[config.mk]
export PLATFORM = sky130hd
export DESIGN_NAME = transaction_stream_parser_core
export DESIGN_NICKNAME = d
export VERILOG_FILES = /design/src/hdl/tsp_pkg.sv /design/src/hdl/transaction_stream_parser_core.sv
export SDC_FILE = /design/constraint.sdc
export NUM_CORES = 2
export LEC_CHECK = 0
export ABC_AREA = 0
export BUFFER_PORTS_ARGS = -buffer_cell sky130_fd_sc_hd__buf_2
export CAP_MARGIN = 20
export CORE_ASPECT_RATIO = 0.9
export CORE_UTILIZATION = 56
export DETAILED_ROUTE_END_ITERATION = 16
export PLACE_DENSITY = 0.76
export SLEW_MARGIN = 0
export SYNTH_ARGS = -nofsm -noshare
export SYNTH_HDL_FRONTEND = slang
export SYNTH_SLANG_ARGS = --single-unit
[constraint.sdc]
create_clock -name clk -period 4.6 [get_ports clk]
set_input_delay 0.23 -clock clk [delete_from_list [all_inputs] [get_ports clk]]
set_output_delay 0.23 -clock clk [all_outputs]
set_load 0.01 [all_outputs]
[src/hdl/tsp_pkg.sv]
package tsp_pkg;

    // Width bounds for the counts and the script lengths.
    localparam int COUNT_BITS = 32;
    localparam int LEN_BITS   = 32;

    // Result queue.
    localparam int FIFO_DEPTH = 4;
    localparam int PTR_W      = $clog2(FIFO_DEPTH);
    localparam int CNT_W      = $clog2(FIFO_DEPTH + 1);

    localparam logic [7:0] VARINT_MARK2 = 8'hFD;
    localparam logic [7:0] VARINT_MARK4 = 8'hFE;
    localparam logic [3:0] MIN_BYTES    = 4'd10;
    localparam logic [3:0] SEEN_MAX     = 4'd15;
    localparam int         HASH_BYTES   = 32;

    typedef enum logic [3:0] {
        KIND_VERSION    = 4'd0,
        KIND_IN_COUNT   = 4'd1,
        KIND_HASH       = 4'd2,
        KIND_OUT_INDEX  = 4'd3,
        KIND_SIG_LEN    = 4'd4,
        KIND_SIG_BYTE   = 4'd5,
        KIND_SEQUENCE   = 4'd6,
        KIND_OUT_COUNT  = 4'd7,
        KIND_AMOUNT     = 4'd8,
        KIND_PK_LEN     = 4'd9,
        KIND_PK_BYTE    = 4'd10,
        KIND_LOCK       = 4'd11,
        KIND_END        = 4'd12
    } kind_t;

    typedef enum logic [1:0] {
        ST_OK        = 2'd0,
        ST_SHORT     = 2'd1,
        ST_TRUNCATED = 2'd2,
        ST_OVERSIZE  = 2'd3
    } status_t;

    typedef enum logic [13:0] {
        PH_VERSION    = 14'b00000000000001,
        PH_IN_COUNT   = 14'b00000000000010,
        PH_HASH       = 14'b00000000000100,
        PH_OUT_INDEX  = 14'b00000000001000,
        PH_SIG_LEN    = 14'b00000000010000,
        PH_SIG_BYTES  = 14'b00000000100000,
        PH_SEQUENCE   = 14'b00000001000000,
        PH_OUT_COUNT  = 14'b00000010000000,
        PH_AMOUNT     = 14'b00000100000000,
        PH_PK_LEN     = 14'b00001000000000,
        PH_PK_BYTES   = 14'b00010000000000,
        PH_LOCK       = 14'b00100000000000,
        PH_DONE       = 14'b01000000000000,
        PH_ERROR      = 14'b10000000000000
    } phase_t;

    typedef struct packed {
        kind_t        kind;
        logic [63:0]  value;
        logic [31:0]  entry;
        logic [31:0]  bytepos;
        status_t      status;
        logic         eor;
    } result_t;

    // True when v does not fit in the given number of bits.
    function automatic logic over_bound(input logic [63:0] v, input int bits);
        logic res;
        res = 1'b0;
        if (bits < 64)
        begin
            res = ((v >> bits) != 64'd0);
        end
        return res;
    endfunction

endpackage

[src/hdl/transaction_stream_parser_core.sv]
// Streaming parser for a serialized legacy transaction.
//
// Input channel: one byte per request on in_byte, with last marking the
// final byte of a transaction. A request is taken when byte_valid is high
// and byte_stall is low. Output channel: one parsed field per request on
// field_kind, field_value, entry_number, byte_number, status and end_of_run,
// taken when field_valid is high and field_stall is low.
//
// Each byte is captured in an input register and parsed from there; its
// results enter a four-entry result queue. The first result of a byte can be
// taken once it has passed the input register and been written to the queue.
// One byte is accepted every cycle while byte_stall is low; a byte yields at
// most one field result, plus the end result when last is set, so the byte
// that closes a transaction can put two results in the queue. The queue
// accepts a parsed byte only while it has room for two results, so a stalled
// receiver backs up into byte_stall after the queue fills; nothing is dropped.
//
// Reset clears the parser to the version field and empties the queue. After
// the end result of a transaction the parser returns to the same state.
module transaction_stream_parser_core
(
    input  logic        clk,
    input  logic        rst_n,
    input  logic        byte_valid,
    output logic        byte_stall,
    input  logic [7:0]  in_byte,
    input  logic        last,
    output logic        field_valid,
    input  logic        field_stall,
    output logic [3:0]  field_kind,
    output logic [63:0] field_value,
    output logic [31:0] entry_number,
    output logic [31:0] byte_number,
    output logic [1:0]  status,
    output logic        end_of_run
);

    // Input register.
    logic        in_valid_reg;
    logic [7:0]  byte_reg;
    logic        last_reg;
    logic        fire;

    // Parser state.
    tsp_pkg::phase_t                phase_reg, phase_next;
    logic [3:0]                     fbp_reg, fbp_next;
    logic [3:0]                     vbl_reg, vbl_next;
    logic [63:0]                    acc_reg, acc_next;
    logic [tsp_pkg::COUNT_BITS-1:0] entries_reg, entries_next;
    logic [31:0]                    entry_idx_reg, entry_idx_next;
    logic [tsp_pkg::LEN_BITS-1:0]   script_left_reg, script_left_next;
    logic [31:0]                    script_pos_reg, script_pos_next;
    logic [3:0]                     seen_reg, seen_next;
    logic                           err_reg, err_next;

    // Results of the byte being parsed.
    logic              fres_valid;
    tsp_pkg::result_t  fres;
    tsp_pkg::result_t  eres;

    // Result queue.
    tsp_pkg::result_t            fifo_mem [tsp_pkg::FIFO_DEPTH];
    logic [tsp_pkg::PTR_W-1:0]   wp_reg, rp_reg;
    logic [tsp_pkg::CNT_W-1:0]   count_reg;
    logic                        pop;
    logic [1:0]                  push_n;
    tsp_pkg::result_t            head;

    // Byte decoding helpers.
    logic [63:0] b64;
    logic [63:0] acc_fixed;
    logic [63:0] acc_var;
    logic [2:0]  lane_var;
    logic        fix_done;
    logic        var_done;
    logic [63:0] var_value;
    logic [3:0]  fbp_inc;

    function automatic logic [tsp_pkg::PTR_W-1:0] ptr_inc(input logic [tsp_pkg::PTR_W-1:0] p);
        logic [tsp_pkg::PTR_W-1:0] r;
        if (p == tsp_pkg::PTR_W'(tsp_pkg::FIFO_DEPTH - 1))
        begin
            r = '0;
        end
        else
        begin
            r = p + tsp_pkg::PTR_W'(1);
        end
        return r;
    endfunction

    assign fire       = in_valid_reg && (count_reg <= tsp_pkg::CNT_W'(tsp_pkg::FIFO_DEPTH - 2));
    assign byte_stall = in_valid_reg && !fire;

    always_ff @(posedge clk or negedge rst_n)
    begin
        if (!rst_n)
        begin
            in_valid_reg <= 1'b0;
        end
        else if (!byte_stall)
        begin
            in_valid_reg <= byte_valid;
        end
    end

    always_ff @(posedge clk)
    begin
        if (byte_valid && !byte_stall)
        begin
            byte_reg <= in_byte;
            last_reg <= last;
        end
    end

    // Shared pieces of the fixed-field and varint assembly.
    assign b64       = {56'd0, byte_reg};
    assign fbp_inc   = fbp_reg + 4'd1;
    assign acc_fixed = acc_reg | (b64 << {fbp_reg[2:0], 3'b000});
    assign lane_var  = fbp_reg[2:0] - 3'd1;
    assign acc_var   = acc_reg | (b64 << {lane_var, 3'b000});
    assign fix_done  = (phase_reg == tsp_pkg::PH_AMOUNT) ? (fbp_inc >= 4'd8)
                                                          : (fbp_inc >= 4'd4);
    assign var_done  = (fbp_reg == 4'd0) ? (byte_reg < tsp_pkg::VARINT_MARK2)
                                         : (vbl_reg == 4'd1);
    assign var_value = (fbp_reg == 4'd0) ? b64 : acc_var;

    always_comb
    begin
        phase_next       = phase_reg;
        fbp_next         = fbp_reg;
        vbl_next         = vbl_reg;
        acc_next         = acc_reg;
        entries_next     = entries_reg;
        entry_idx_next   = entry_idx_reg;
        script_left_next = script_left_reg;
        script_pos_next  = script_pos_reg;
        seen_next        = seen_reg;
        err_next         = err_reg;
        fres_valid       = 1'b0;
        fres             = '{kind: tsp_pkg::KIND_VERSION, value: 64'd0, entry: 32'd0,
                             bytepos: 32'd0, status: tsp_pkg::ST_OK, eor: 1'b0};
        eres             = '{kind: tsp_pkg::KIND_END, value: 64'd0, entry: 32'd0,
                             bytepos: 32'd0, status: tsp_pkg::ST_OK, eor: 1'b1};

        if (fire)
        begin
            if (seen_reg < tsp_pkg::SEEN_MAX)
            begin
                seen_next = seen_reg + 4'd1;
            end

            // Accumulator and byte position for the multi-byte fields.
            case (phase_reg)
                tsp_pkg::PH_VERSION, tsp_pkg::PH_OUT_INDEX, tsp_pkg::PH_SEQUENCE,
                tsp_pkg::PH_AMOUNT, tsp_pkg::PH_LOCK:
                begin
                    if (fix_done)
                    begin
                        acc_next = 64'd0;
                        fbp_next = 4'd0;
                    end
                    else
                    begin
                        acc_next = acc_fixed;
                        fbp_next = fbp_inc;
                    end
                end
                tsp_pkg::PH_IN_COUNT, tsp_pkg::PH_SIG_LEN, tsp_pkg::PH_OUT_COUNT,
                tsp_pkg::PH_PK_LEN:
                begin
                    if (fbp_reg == 4'd0)
                    begin
                        if (!var_done)
                        begin
                            acc_next = 64'd0;
                            fbp_next = 4'd1;
                            if (byte_reg == tsp_pkg::VARINT_MARK2)
                            begin
                                vbl_next = 4'd2;
                            end
                            else if (byte_reg == tsp_pkg::VARINT_MARK4)
                            begin
                                vbl_next = 4'd4;
                            end
                            else
                            begin
                                vbl_next = 4'd8;
                            end
                        end
                    end
                    else
                    begin
                        vbl_next = vbl_reg - 4'd1;
                        if (var_done)
                        begin
                            acc_next = 64'd0;
                            fbp_next = 4'd0;
                        end
                        else
                        begin
                            acc_next = acc_var;
                            fbp_next = fbp_inc;
                        end
                    end
                end
                default:
                begin
                end
            endcase

            case (phase_reg)
                tsp_pkg::PH_VERSION:
                begin
                    if (fix_done)
                    begin
                        fres_valid = 1'b1;
                        fres.kind  = tsp_pkg::KIND_VERSION;
                        fres.value = acc_fixed;
                        phase_next = tsp_pkg::PH_IN_COUNT;
                    end
                end
                tsp_pkg::PH_IN_COUNT, tsp_pkg::PH_OUT_COUNT:
                begin
                    if (var_done)
                    begin
                        if (tsp_pkg::over_bound(var_value, tsp_pkg::COUNT_BITS))
                        begin
                            err_next   = 1'b1;
                            phase_next = tsp_pkg::PH_ERROR;
                        end
                        else
                        begin
                            fres_valid     = 1'b1;
                            fres.value     = var_value;
                            entries_next   = var_value[tsp_pkg::COUNT_BITS-1:0];
                            entry_idx_next = 32'd0;
                            if (phase_reg == tsp_pkg::PH_IN_COUNT)
                            begin
                                fres.kind       = tsp_pkg::KIND_IN_COUNT;
                                script_pos_next = 32'd0;
                                phase_next      = (var_value == 64'd0) ? tsp_pkg::PH_OUT_COUNT
                                                                       : tsp_pkg::PH_HASH;
                            end
                            else
                            begin
                                fres.kind  = tsp_pkg::KIND_OUT_COUNT;
                                phase_next = (var_value == 64'd0) ? tsp_pkg::PH_LOCK
                                                                  : tsp_pkg::PH_AMOUNT;
                            end
                        end
                    end
                end
                tsp_pkg::PH_HASH:
                begin
                    fres_valid   = 1'b1;
                    fres.kind    = tsp_pkg::KIND_HASH;
                    fres.value   = b64;
                    fres.entry   = entry_idx_reg;
                    fres.bytepos = script_pos_reg;
                    if (script_pos_reg == 32'(tsp_pkg::HASH_BYTES - 1))
                    begin
                        script_pos_next = 32'd0;
                        phase_next      = tsp_pkg::PH_OUT_INDEX;
                    end
                    else
                    begin
                        script_pos_next = script_pos_reg + 32'd1;
                    end
                end
                tsp_pkg::PH_OUT_INDEX, tsp_pkg::PH_AMOUNT:
                begin
                    if (fix_done)
                    begin
                        fres_valid = 1'b1;
                        fres.value = acc_fixed;
                        fres.entry = entry_idx_reg;
                        if (phase_reg == tsp_pkg::PH_OUT_INDEX)
                        begin
                            fres.kind  = tsp_pkg::KIND_OUT_INDEX;
                            phase_next = tsp_pkg::PH_SIG_LEN;
                        end
                        else
                        begin
                            fres.kind  = tsp_pkg::KIND_AMOUNT;
                            phase_next = tsp_pkg::PH_PK_LEN;
                        end
                    end
                end
                tsp_pkg::PH_SIG_LEN, tsp_pkg::PH_PK_LEN:
                begin
                    if (var_done)
                    begin
                        if (tsp_pkg::over_bound(var_value, tsp_pkg::LEN_BITS))
                        begin
                            err_next   = 1'b1;
                            phase_next = tsp_pkg::PH_ERROR;
                        end
                        else
                        begin
                            fres_valid       = 1'b1;
                            fres.value       = var_value;
                            fres.entry       = entry_idx_reg;
                            script_left_next = var_value[tsp_pkg::LEN_BITS-1:0];
                            script_pos_next  = 32'd0;
                            if (phase_reg == tsp_pkg::PH_SIG_LEN)
                            begin
                                fres.kind  = tsp_pkg::KIND_SIG_LEN;
                                phase_next = (var_value == 64'd0) ? tsp_pkg::PH_SEQUENCE
                                                                  : tsp_pkg::PH_SIG_BYTES;
                            end
                            else
                            begin
                                fres.kind = tsp_pkg::KIND_PK_LEN;
                                if (var_value == 64'd0)
                                begin
                                    // Empty script closes the output entry at once.
                                    entry_idx_next = entry_idx_reg + 32'd1;
                                    entries_next   = entries_reg - tsp_pkg::COUNT_BITS'(1);
                                    phase_next     = (entries_reg == tsp_pkg::COUNT_BITS'(1))
                                                     ? tsp_pkg::PH_LOCK : tsp_pkg::PH_AMOUNT;
                                end
                                else
                                begin
                                    phase_next = tsp_pkg::PH_PK_BYTES;
                                end
                            end
                        end
                    end
                end
                tsp_pkg::PH_SIG_BYTES, tsp_pkg::PH_PK_BYTES:
                begin
                    fres_valid       = 1'b1;
                    fres.value       = b64;
                    fres.entry       = entry_idx_reg;
                    fres.bytepos     = script_pos_reg;
                    script_pos_next  = script_pos_reg + 32'd1;
                    script_left_next = script_left_reg - tsp_pkg::LEN_BITS'(1);
                    if (phase_reg == tsp_pkg::PH_SIG_BYTES)
                    begin
                        fres.kind = tsp_pkg::KIND_SIG_BYTE;
                        if (script_left_reg == tsp_pkg::LEN_BITS'(1))
                        begin
                            phase_next = tsp_pkg::PH_SEQUENCE;
                        end
                    end
                    else
                    begin
                        fres.kind = tsp_pkg::KIND_PK_BYTE;
                        if (script_left_reg == tsp_pkg::LEN_BITS'(1))
                        begin
                            entry_idx_next = entry_idx_reg + 32'd1;
                            entries_next   = entries_reg - tsp_pkg::COUNT_BITS'(1);
                            phase_next     = (entries_reg == tsp_pkg::COUNT_BITS'(1))
                                             ? tsp_pkg::PH_LOCK : tsp_pkg::PH_AMOUNT;
                        end
                    end
                end
                tsp_pkg::PH_SEQUENCE:
                begin
                    if (fix_done)
                    begin
                        fres_valid      = 1'b1;
                        fres.kind       = tsp_pkg::KIND_SEQUENCE;
                        fres.value      = acc_fixed;
                        fres.entry      = entry_idx_reg;
                        entry_idx_next  = entry_idx_reg + 32'd1;
                        entries_next    = entries_reg - tsp_pkg::COUNT_BITS'(1);
                        script_pos_next = 32'd0;
                        phase_next      = (entries_reg == tsp_pkg::COUNT_BITS'(1))
                                          ? tsp_pkg::PH_OUT_COUNT : tsp_pkg::PH_HASH;
                    end
                end
                tsp_pkg::PH_LOCK:
                begin
                    if (fix_done)
                    begin
                        fres_valid = 1'b1;
                        fres.kind  = tsp_pkg::KIND_LOCK;
                        fres.value = acc_fixed;
                        phase_next = tsp_pkg::PH_DONE;
                    end
                end
                default:
                begin
                    // Done and error phases ignore further bytes.
                end
            endcase

            if (last_reg)
            begin
                if (seen_next < tsp_pkg::MIN_BYTES)
                begin
                    eres.status = tsp_pkg::ST_SHORT;
                end
                else if (err_next)
                begin
                    eres.status = tsp_pkg::ST_OVERSIZE;
                end
                else if (phase_next != tsp_pkg::PH_DONE)
                begin
                    eres.status = tsp_pkg::ST_TRUNCATED;
                end
                else
                begin
                    eres.status = tsp_pkg::ST_OK;
                end

                // Back to the start for the next transaction.
                phase_next       = tsp_pkg::PH_VERSION;
                fbp_next         = 4'd0;
                vbl_next         = 4'd0;
                acc_next         = 64'd0;
                entries_next     = '0;
                entry_idx_next   = 32'd0;
                script_left_next = '0;
                script_pos_next  = 32'd0;
                seen_next        = 4'd0;
                err_next         = 1'b0;
            end
        end
    end

    always_ff @(posedge clk or negedge rst_n)
    begin
        if (!rst_n)
        begin
            phase_reg       <= tsp_pkg::PH_VERSION;
            fbp_reg         <= 4'd0;
            vbl_reg         <= 4'd0;
            acc_reg         <= 64'd0;
            entries_reg     <= '0;
            entry_idx_reg   <= 32'd0;
            script_left_reg <= '0;
            script_pos_reg  <= 32'd0;
            seen_reg        <= 4'd0;
            err_reg         <= 1'b0;
        end
        else
        begin
            phase_reg       <= phase_next;
            fbp_reg         <= fbp_next;
            vbl_reg         <= vbl_next;
            acc_reg         <= acc_next;
            entries_reg     <= entries_next;
            entry_idx_reg   <= entry_idx_next;
            script_left_reg <= script_left_next;
            script_pos_reg  <= script_pos_next;
            seen_reg        <= seen_next;
            err_reg         <= err_next;
        end
    end

    // Result queue: the field result goes first, the end result after it.
    assign push_n = {1'b0, fire && fres_valid} + {1'b0, fire && last_reg};
    assign pop    = field_valid && !field_stall;

    always_ff @(posedge clk)
    begin
        if (fire && fres_valid)
        begin
            fifo_mem[wp_reg] <= fres;
            if (last_reg)
            begin
                fifo_mem[ptr_inc(wp_reg)] <= eres;
            end
        end
        else if (fire && last_reg)
        begin
            fifo_mem[wp_reg] <= eres;
        end
    end

    always_ff @(posedge clk or negedge rst_n)
    begin
        if (!rst_n)
        begin
            wp_reg    <= '0;
            rp_reg    <= '0;
            count_reg <= '0;
        end
        else
        begin
            if (push_n == 2'd2)
            begin
                wp_reg <= ptr_inc(ptr_inc(wp_reg));
            end
            else if (push_n == 2'd1)
            begin
                wp_reg <= ptr_inc(wp_reg);
            end
            if (pop)
            begin
                rp_reg <= ptr_inc(rp_reg);
            end
            count_reg <= count_reg + tsp_pkg::CNT_W'(push_n) - tsp_pkg::CNT_W'(pop);
        end
    end

    assign head         = fifo_mem[rp_reg];
    assign field_valid  = (count_reg != '0);
    assign field_kind   = head.kind;
    assign field_value  = head.value;
    assign entry_number = head.entry;
    assign byte_number  = head.bytepos;
    assign status       = head.status;
    assign end_of_run   = head.eor;

    // The queue never holds more results than it has slots.
    a_fifo_bound: assert property (@(posedge clk) disable iff (!rst_n)
        count_reg <= tsp_pkg::CNT_W'(tsp_pkg::FIFO_DEPTH))
        else $error("result queue overflow");

    // A parsed byte with a nearly full queue must hold off new bytes.
    a_backpressure: assert property (@(posedge clk) disable iff (!rst_n)
        (in_valid_reg && count_reg > tsp_pkg::CNT_W'(tsp_pkg::FIFO_DEPTH - 2)) |-> byte_stall)
        else $error("byte accepted without queue room");

    // The closing byte of a transaction returns the parser to its start.
    a_restart: assert property (@(posedge clk) disable iff (!rst_n)
        (fire && last_reg) |=> (phase_reg == tsp_pkg::PH_VERSION && seen_reg == 4'd0
                                && !err_reg && fbp_reg == 4'd0))
        else $error("parser not restarted after end of transaction");

    // The end marker travels only with the end kind.
    a_end_kind: assert property (@(posedge clk) disable iff (!rst_n)
        (field_valid && end_of_run) |-> (field_kind == tsp_pkg::KIND_END))
        else $error("end marker on a field result");

    // An oversize error leaves the parser in its error phase.
    a_error_phase: assert property (@(posedge clk) disable iff (!rst_n)
        err_reg |-> (phase_reg == tsp_pkg::PH_ERROR))
        else $error("error flag outside error phase");

endmodule
# Word-level counts from Yosys, hierarchy flattened
# Memories as Yosys holds them, arrays and structs flattened.
# Cells that the tools add are included.
# classes
add_sub_neg	14
n_mul	0
n_div	0
magnitude_cmp	6
eq_ne	36
shift	2
muxes	140
bitwise	3
reduce_logical	31
# op_table
operator	count
32-bit 2-to-1 mux	32
68-bit case mux with 8 select lines	1
64-bit 2-to-1 mux	7
32-bit case mux with 4 select lines	3
100-bit 2-to-1 mux	3
14-bit 2-to-1 mux	15
32-bit case mux with 5 select lines	1
135-bit 2-to-1 mux	1
67-bit 2-to-1 mux	2
132-bit 2-to-1 mux	1
64-bit bitwise OR	2
64-bit case mux with 2 select lines	1
8-bit by 6-bit << shifter with 64-bit output	2
14-bit case mux with 8 select lines	1
99-bit 2-to-1 mux	1
4-bit 2-to-1 mux	17
68-bit 2-to-1 mux	1
32-bit by 1-bit adder with 32-bit output, second input constant	2
32-bit by 1-bit equality test with 1-bit output, second input constant	2
64-bit zero test	1
32-bit case mux with 2 select lines	1
64-bit nonzero test	1
32-bit by 1-bit subtractor with 32-bit output, second input constant	2
12-bit 2-to-1 mux	4
57 further kinds	128
# totals
register_bits	236
latchBits	0
mem_bits_rw	540
mem_bits_ro	0
out_inout_bits	137
word_cells	249
memories	1
# mem_list
memory	words	width	read_ports	rd_ports_with_merged_regs	wr	line_no	text
fifo_mem	4	135	1	0	2	transaction_stream_parser_core.sv:62	tsp_pkg::result_t fifo_mem [tsp_pkg::FIFO_DEPTH];

# Depth between registers and ports, before layout
# logic_depth
depth_word	19
ltp_mapped	22

# Least setup slack after synthesis
# OpenSTA, ideal clock, no wires.
# synth_path
path_kind	register to register
start	reg fbp_reg[0]
end	mem fifo_mem[3][1] (netlist bit), enable pin
t_arrival_ns	4.422
required_ns	4.335
setup_slack_ns	-0.087
path_stages_with_launch	20
n_path_buf	6
synth_period_minus_slack_ns	4.687
cell_sequence	dfrtp_1 -> clkbuf_1 -> inv_1 -> ha_1 -> clkbuf_1 -> nand2b_1 -> nor2_1 -> a21oi_1 -> a31oi_1 -> nor3_1 -> nand2_1 -> clkbuf_1 -> a21oi_1 -> inv_1 -> ha_1 -> nand2b_1 -> clkbuf_1 -> buf_1 -> clkbuf_1 -> nand2_1
# synth_rtl
item	line_no	text
start: declaration	transaction_stream_parser_core.sv:46	logic [3:0] fbp_reg, fbp_next;
start signal: assignment	transaction_stream_parser_core.sv:442	fbp_reg <= fbp_next;
end: declaration	transaction_stream_parser_core.sv:62	

# Worst setup path after layout
# layout_path
start	reg fbp_reg[0]
end	reg entries_reg[15] (netlist bit)
# layout_via
elab_chain_len	10
word_cells_on_any_way	28
cone_classes	add/sub: 2; order compare: 2; eq/ne: 6; shift: 1; mux: 12; bitwise: 1; reduce/logical: 4
# layout_rtl
item	line_no	text
3-bit by 1-bit subtractor with 3-bit output	transaction_stream_parser_core.sv:120	assign lane_var = fbp_reg[2:0] - 3'd1;
8-bit by 6-bit << shifter with 64-bit output	transaction_stream_parser_core.sv:121	assign acc_var = acc_reg | (b64 << {lane_var, 3'b000});
64-bit bitwise OR	transaction_stream_parser_core.sv:121	
64-bit 2-to-1 mux	transaction_stream_parser_core.sv:126	assign var_value = (fbp_reg == 4'd0) ? b64 : acc_var;
64-bit nonzero test	tsp_pkg.sv:73	res = ((v >> bits) != 64'd0);
1-bit 2-to-1 mux	transaction_stream_parser_core.sv:225, transaction_stream_parser_core.sv:292	
1-bit 2-to-1 mux	transaction_stream_parser_core.sv:212	case (phase_reg)
1-bit 2-to-1 mux	transaction_stream_parser_core.sv:146	if (fire)
3-bit != test (no line)	n/a	
11-bit AND reduction (no line)	n/a	
end signal: assignment	transaction_stream_parser_core.sv:445	entries_reg <= entries_next;
end: declaration	transaction_stream_parser_core.sv:49	logic [tsp_pkg::COUNT_BITS-1:0] entries_reg, entries_next;
# Parallel ways exist; a longest one is shown, timed or not. The select of a mux whose other input is x is not followed.
# A chain may end at the register's enable or synchronous reset.

==> impl_metrics.toml <==
[power_and_ir_drop]
internal-power_mw = 14.3
switching_share = 0.406
p_comb_frac = 0.373
p_switching_mw = 9.77
p_total_mw = 24.0
clock_power_share = 0.283
p_seq_frac = 0.345
irDropWorstVdd_mv = 0.401
power.leakage_nw = 16.9
powerDensity_mw_per_mm2 = 559

[worst_setup_path]
crit_chain = "buf_4 -> nor2b_1 -> buf_4 -> a21o_1 -> a2111oi_0 -> o2111ai_1 -> o21bai_1 -> a21oi_1 -> o21ai_0 -> nand2_1 -> a211o_1"
crit_slowest_cell = "o21ai_0"
cp-start-kind = "flip-flop"
startpoint = "fbp_reg[0]"
cp.required_ns = 5.11
arrival_ns = 4.95
crit_top_cell = "buf_4"
critPathKind = "reg2reg"
r2r_cells = 11
r2r_end = "entries_reg[15]"
max_stage_delay_ns = 0.89
crit_path_max_fanout = 45
r2r_slack_ns = 0.16
r2r-start = "fbp_reg[0]"
end_kind = "flip-flop"

[clock_tree]
max-clock-path-buffers = 3
htreeDepth = 3
clkSinkCount = 776
cts_buffers = 80
cts_root_buffer = "clkbuf_16"
clk_pin_slew_worst_paths_ns = 0.06
insertion_delay_ns = 0.65
post_cts_buffers = 0
cts_tree = "yes"

[synth]
yosysSeqAreaShare = 0.437
synth_area_mm2 = 0.0385
yosysTopAreaCell = "dfxtp_1"
synthTopCellsByArea = "dfxtp_1 (28%), dfrtp_1 (15%), a21oi_1 (8.3%)"
synth_async_sr_flop_share = 0.293
synth.avg_cell_area_um2 = 8.22
yosys_warnings = 0
ys_types = 94
synth.top_cell.area_share = 0.277
synth_nets = 4727
synthFlopType = "dfxtp_1"
synth_edf_count = 17
netlist_instances = 4688
ys_seq_elements = 776

[placement]
io_buffer_count = 149
gp_congestion = 0.962
hpwl_mm = 79.6

[routing]
post_drt_wl_per_cell_um = 22.2
dr_total_vias = 36500
viasPerCell = 6.55
wirelength_mm = 124
ant_nets = 0
drc = 0
drt_iter0_markers = 4288
firstDrtPassIters = 6

[cells_and_area]
final_common_cell = "nor2_1"
diodes = 0
nets = 4673
final_cell_mix = "nor2_1 (763), a21oi_1 (636), nand2_1 (620)"
largest_reg_flops = 540
drive_gt1_frac = 0.130
synthToLayoutAreaGrowth_pct = 11.7

[sta]
finalCriticalPeriod_ns = 4.44
relSlewSlack = 0.262
tns_ns = 0
skew_ns = 0.0300
finalSetupViolCount = 0
clock.fmax_mhz = 225
fin_crit_sh = 0.965
final_hold_viol_count = 0
rsz0062_at_grt = "false"
max_slew.worst_pin.slew_ns = 1.10
slew_viol_final = 0

[global_route]
grt_usage = 0.350
grt-ovfl-total = 0
grt_antenna_before_repair = 1
grt_max_degree = 129
grt_pass1_wl_mm = 196
grt_pass1_vias = 34500

[min_path]
min_path_type = "in2reg"
hold_depth = 3
holdPathEnd = "rp_reg[0]"
hp-start = "field_stall"

[floorplanning]
rows = 90
core-area_mm2 = 0.0676
die-area_mm2 = 0.0698
io_pins = 150
fp.dieW_um = 278
die_y_um = 251
start_util = 0.570

[status]
status = "complete, no violations"

[run]
drv_cap = 0
[worst max-delay path: cells and delay by family, from the launching register on]
| family | cells | cell delay, ns |
|---|---|---|
| buffers and inverters | 2 | 0.69 |
| AO/OA/AOI/OAI | 7 | 2.71 |
| flip-flops | 1 | 0.35 |
| AND/OR/NAND/NOR | 2 | 0.54 |
[cell usage after synthesis (22+ instances only)]
cell type,instances
o21a_1,25
nand2b_1,27
o21ai_0,285
o31ai_1,78
nand3_1,180
inv_1,42
nor4_1,50
nor3_1,77
a22oi_1,118
ha_1,25
dfxtp_1,532
and2_1,22
buf_1,25
nand4_1,33
dfrtp_1,226
nand2_1,620
a31oi_1,52
and3_1,38
nor2_1,767
a21oi_1,637
buf_2,96
clkbuf_1,295
mux4_2,135
[cells by family (layout without fill, tap and decap cells)]
logic type      after synthesis  after routing  share of synthesized area
buf+inv                     466            478                     0.0490
compound gates             1324           1324                      0.199
simple gates               1929           1929                      0.220
flops                       776            776                      0.437
xor+xnor                     26             26                    0.00611
mux                         141            141                     0.0806
fa+ha+maj                    26             26                    0.00864
[per-stage QoR]
step | cells | util | hold WS (ns) | worst slack, ns | cell area, um2
4_1_cts | 5573 | 0.637 | 0.0245 | 0.283 | 43000
3_5_place_dp | 5414 | 0.594 | 0.333 | 0.317 | 40100
3_3_place_gp | 5414 | 0.594 | 0.327 | 0.271 | 40100
6_report | 5574 | 0.637 | 0.0542 | 0.162 | 43000
5_1_grt | 5574 | 0.637 | 0.0371 | 0.00410 | 43000
2_1_floorplan | 4688 | - | -0.0656 | 0.0170 | 38500
[what timing repair did]
action,CTS,global route
hold endpoints to repair,105,0
gates resized for setup,0,4
endpoints found under the setup margin,0,5
hold buffers,11,0
[power groups by stage]
stage / Clock [mW] / Sequential [mW] / Combinational (mW)
2_1_floorplan: 0 / 7.96 / 6.00
3_3_place_gp: 0 / 8.37 / 8.55
3_5_place_dp: 0 / 8.39 / 8.62
4_1_cts: 6.85 / 8.26 / 8.67
5_1_grt: 7.13 / 8.38 / 9.57
6_report: 6.80 / 8.29 / 8.96
[metal layers]
metal	share of wire	vias to the layer above	routed length, um	track usage
li1	-	16500	-	-
met1	0.40	17600	49900	0.482
met2	0.46	2093	56500	0.541
met3	0.098	342	12200	0.0586
met4	0.042	0	5180	0.157
met5	0	-	0	0
[cell type report]
| class | instances | area, um2 |
|---|---|---|
| flip-flops and latches | 776 | 16800 |
| clock inverters | 27 | 363 |
| well taps | 874 | 1090 |
| fillers | 5672 | 24500 |
| multi-input cells | 3446 | 20000 |
| repair buffers | 286 | 2210 |
| clock buffers | 121 | 2400 |
| inverters | 44 | 165 |
[worst max path at each step]
stage               slack [ns]                  to  cells past startpoint
finish                    0.16     entries_reg[15]                     11
global route             0.004    fifo_mem[3][106]                     14
CTS                       0.28    fifo_mem[0][112]                     14
detailed placement        0.32     entries_reg[15]                     11
global placement          0.27  script_pos_reg[23]                     11
floorplan                 0.02      fifo_mem[3][1]                     19
Note: power is estimated with default switching activity, not from simulation.
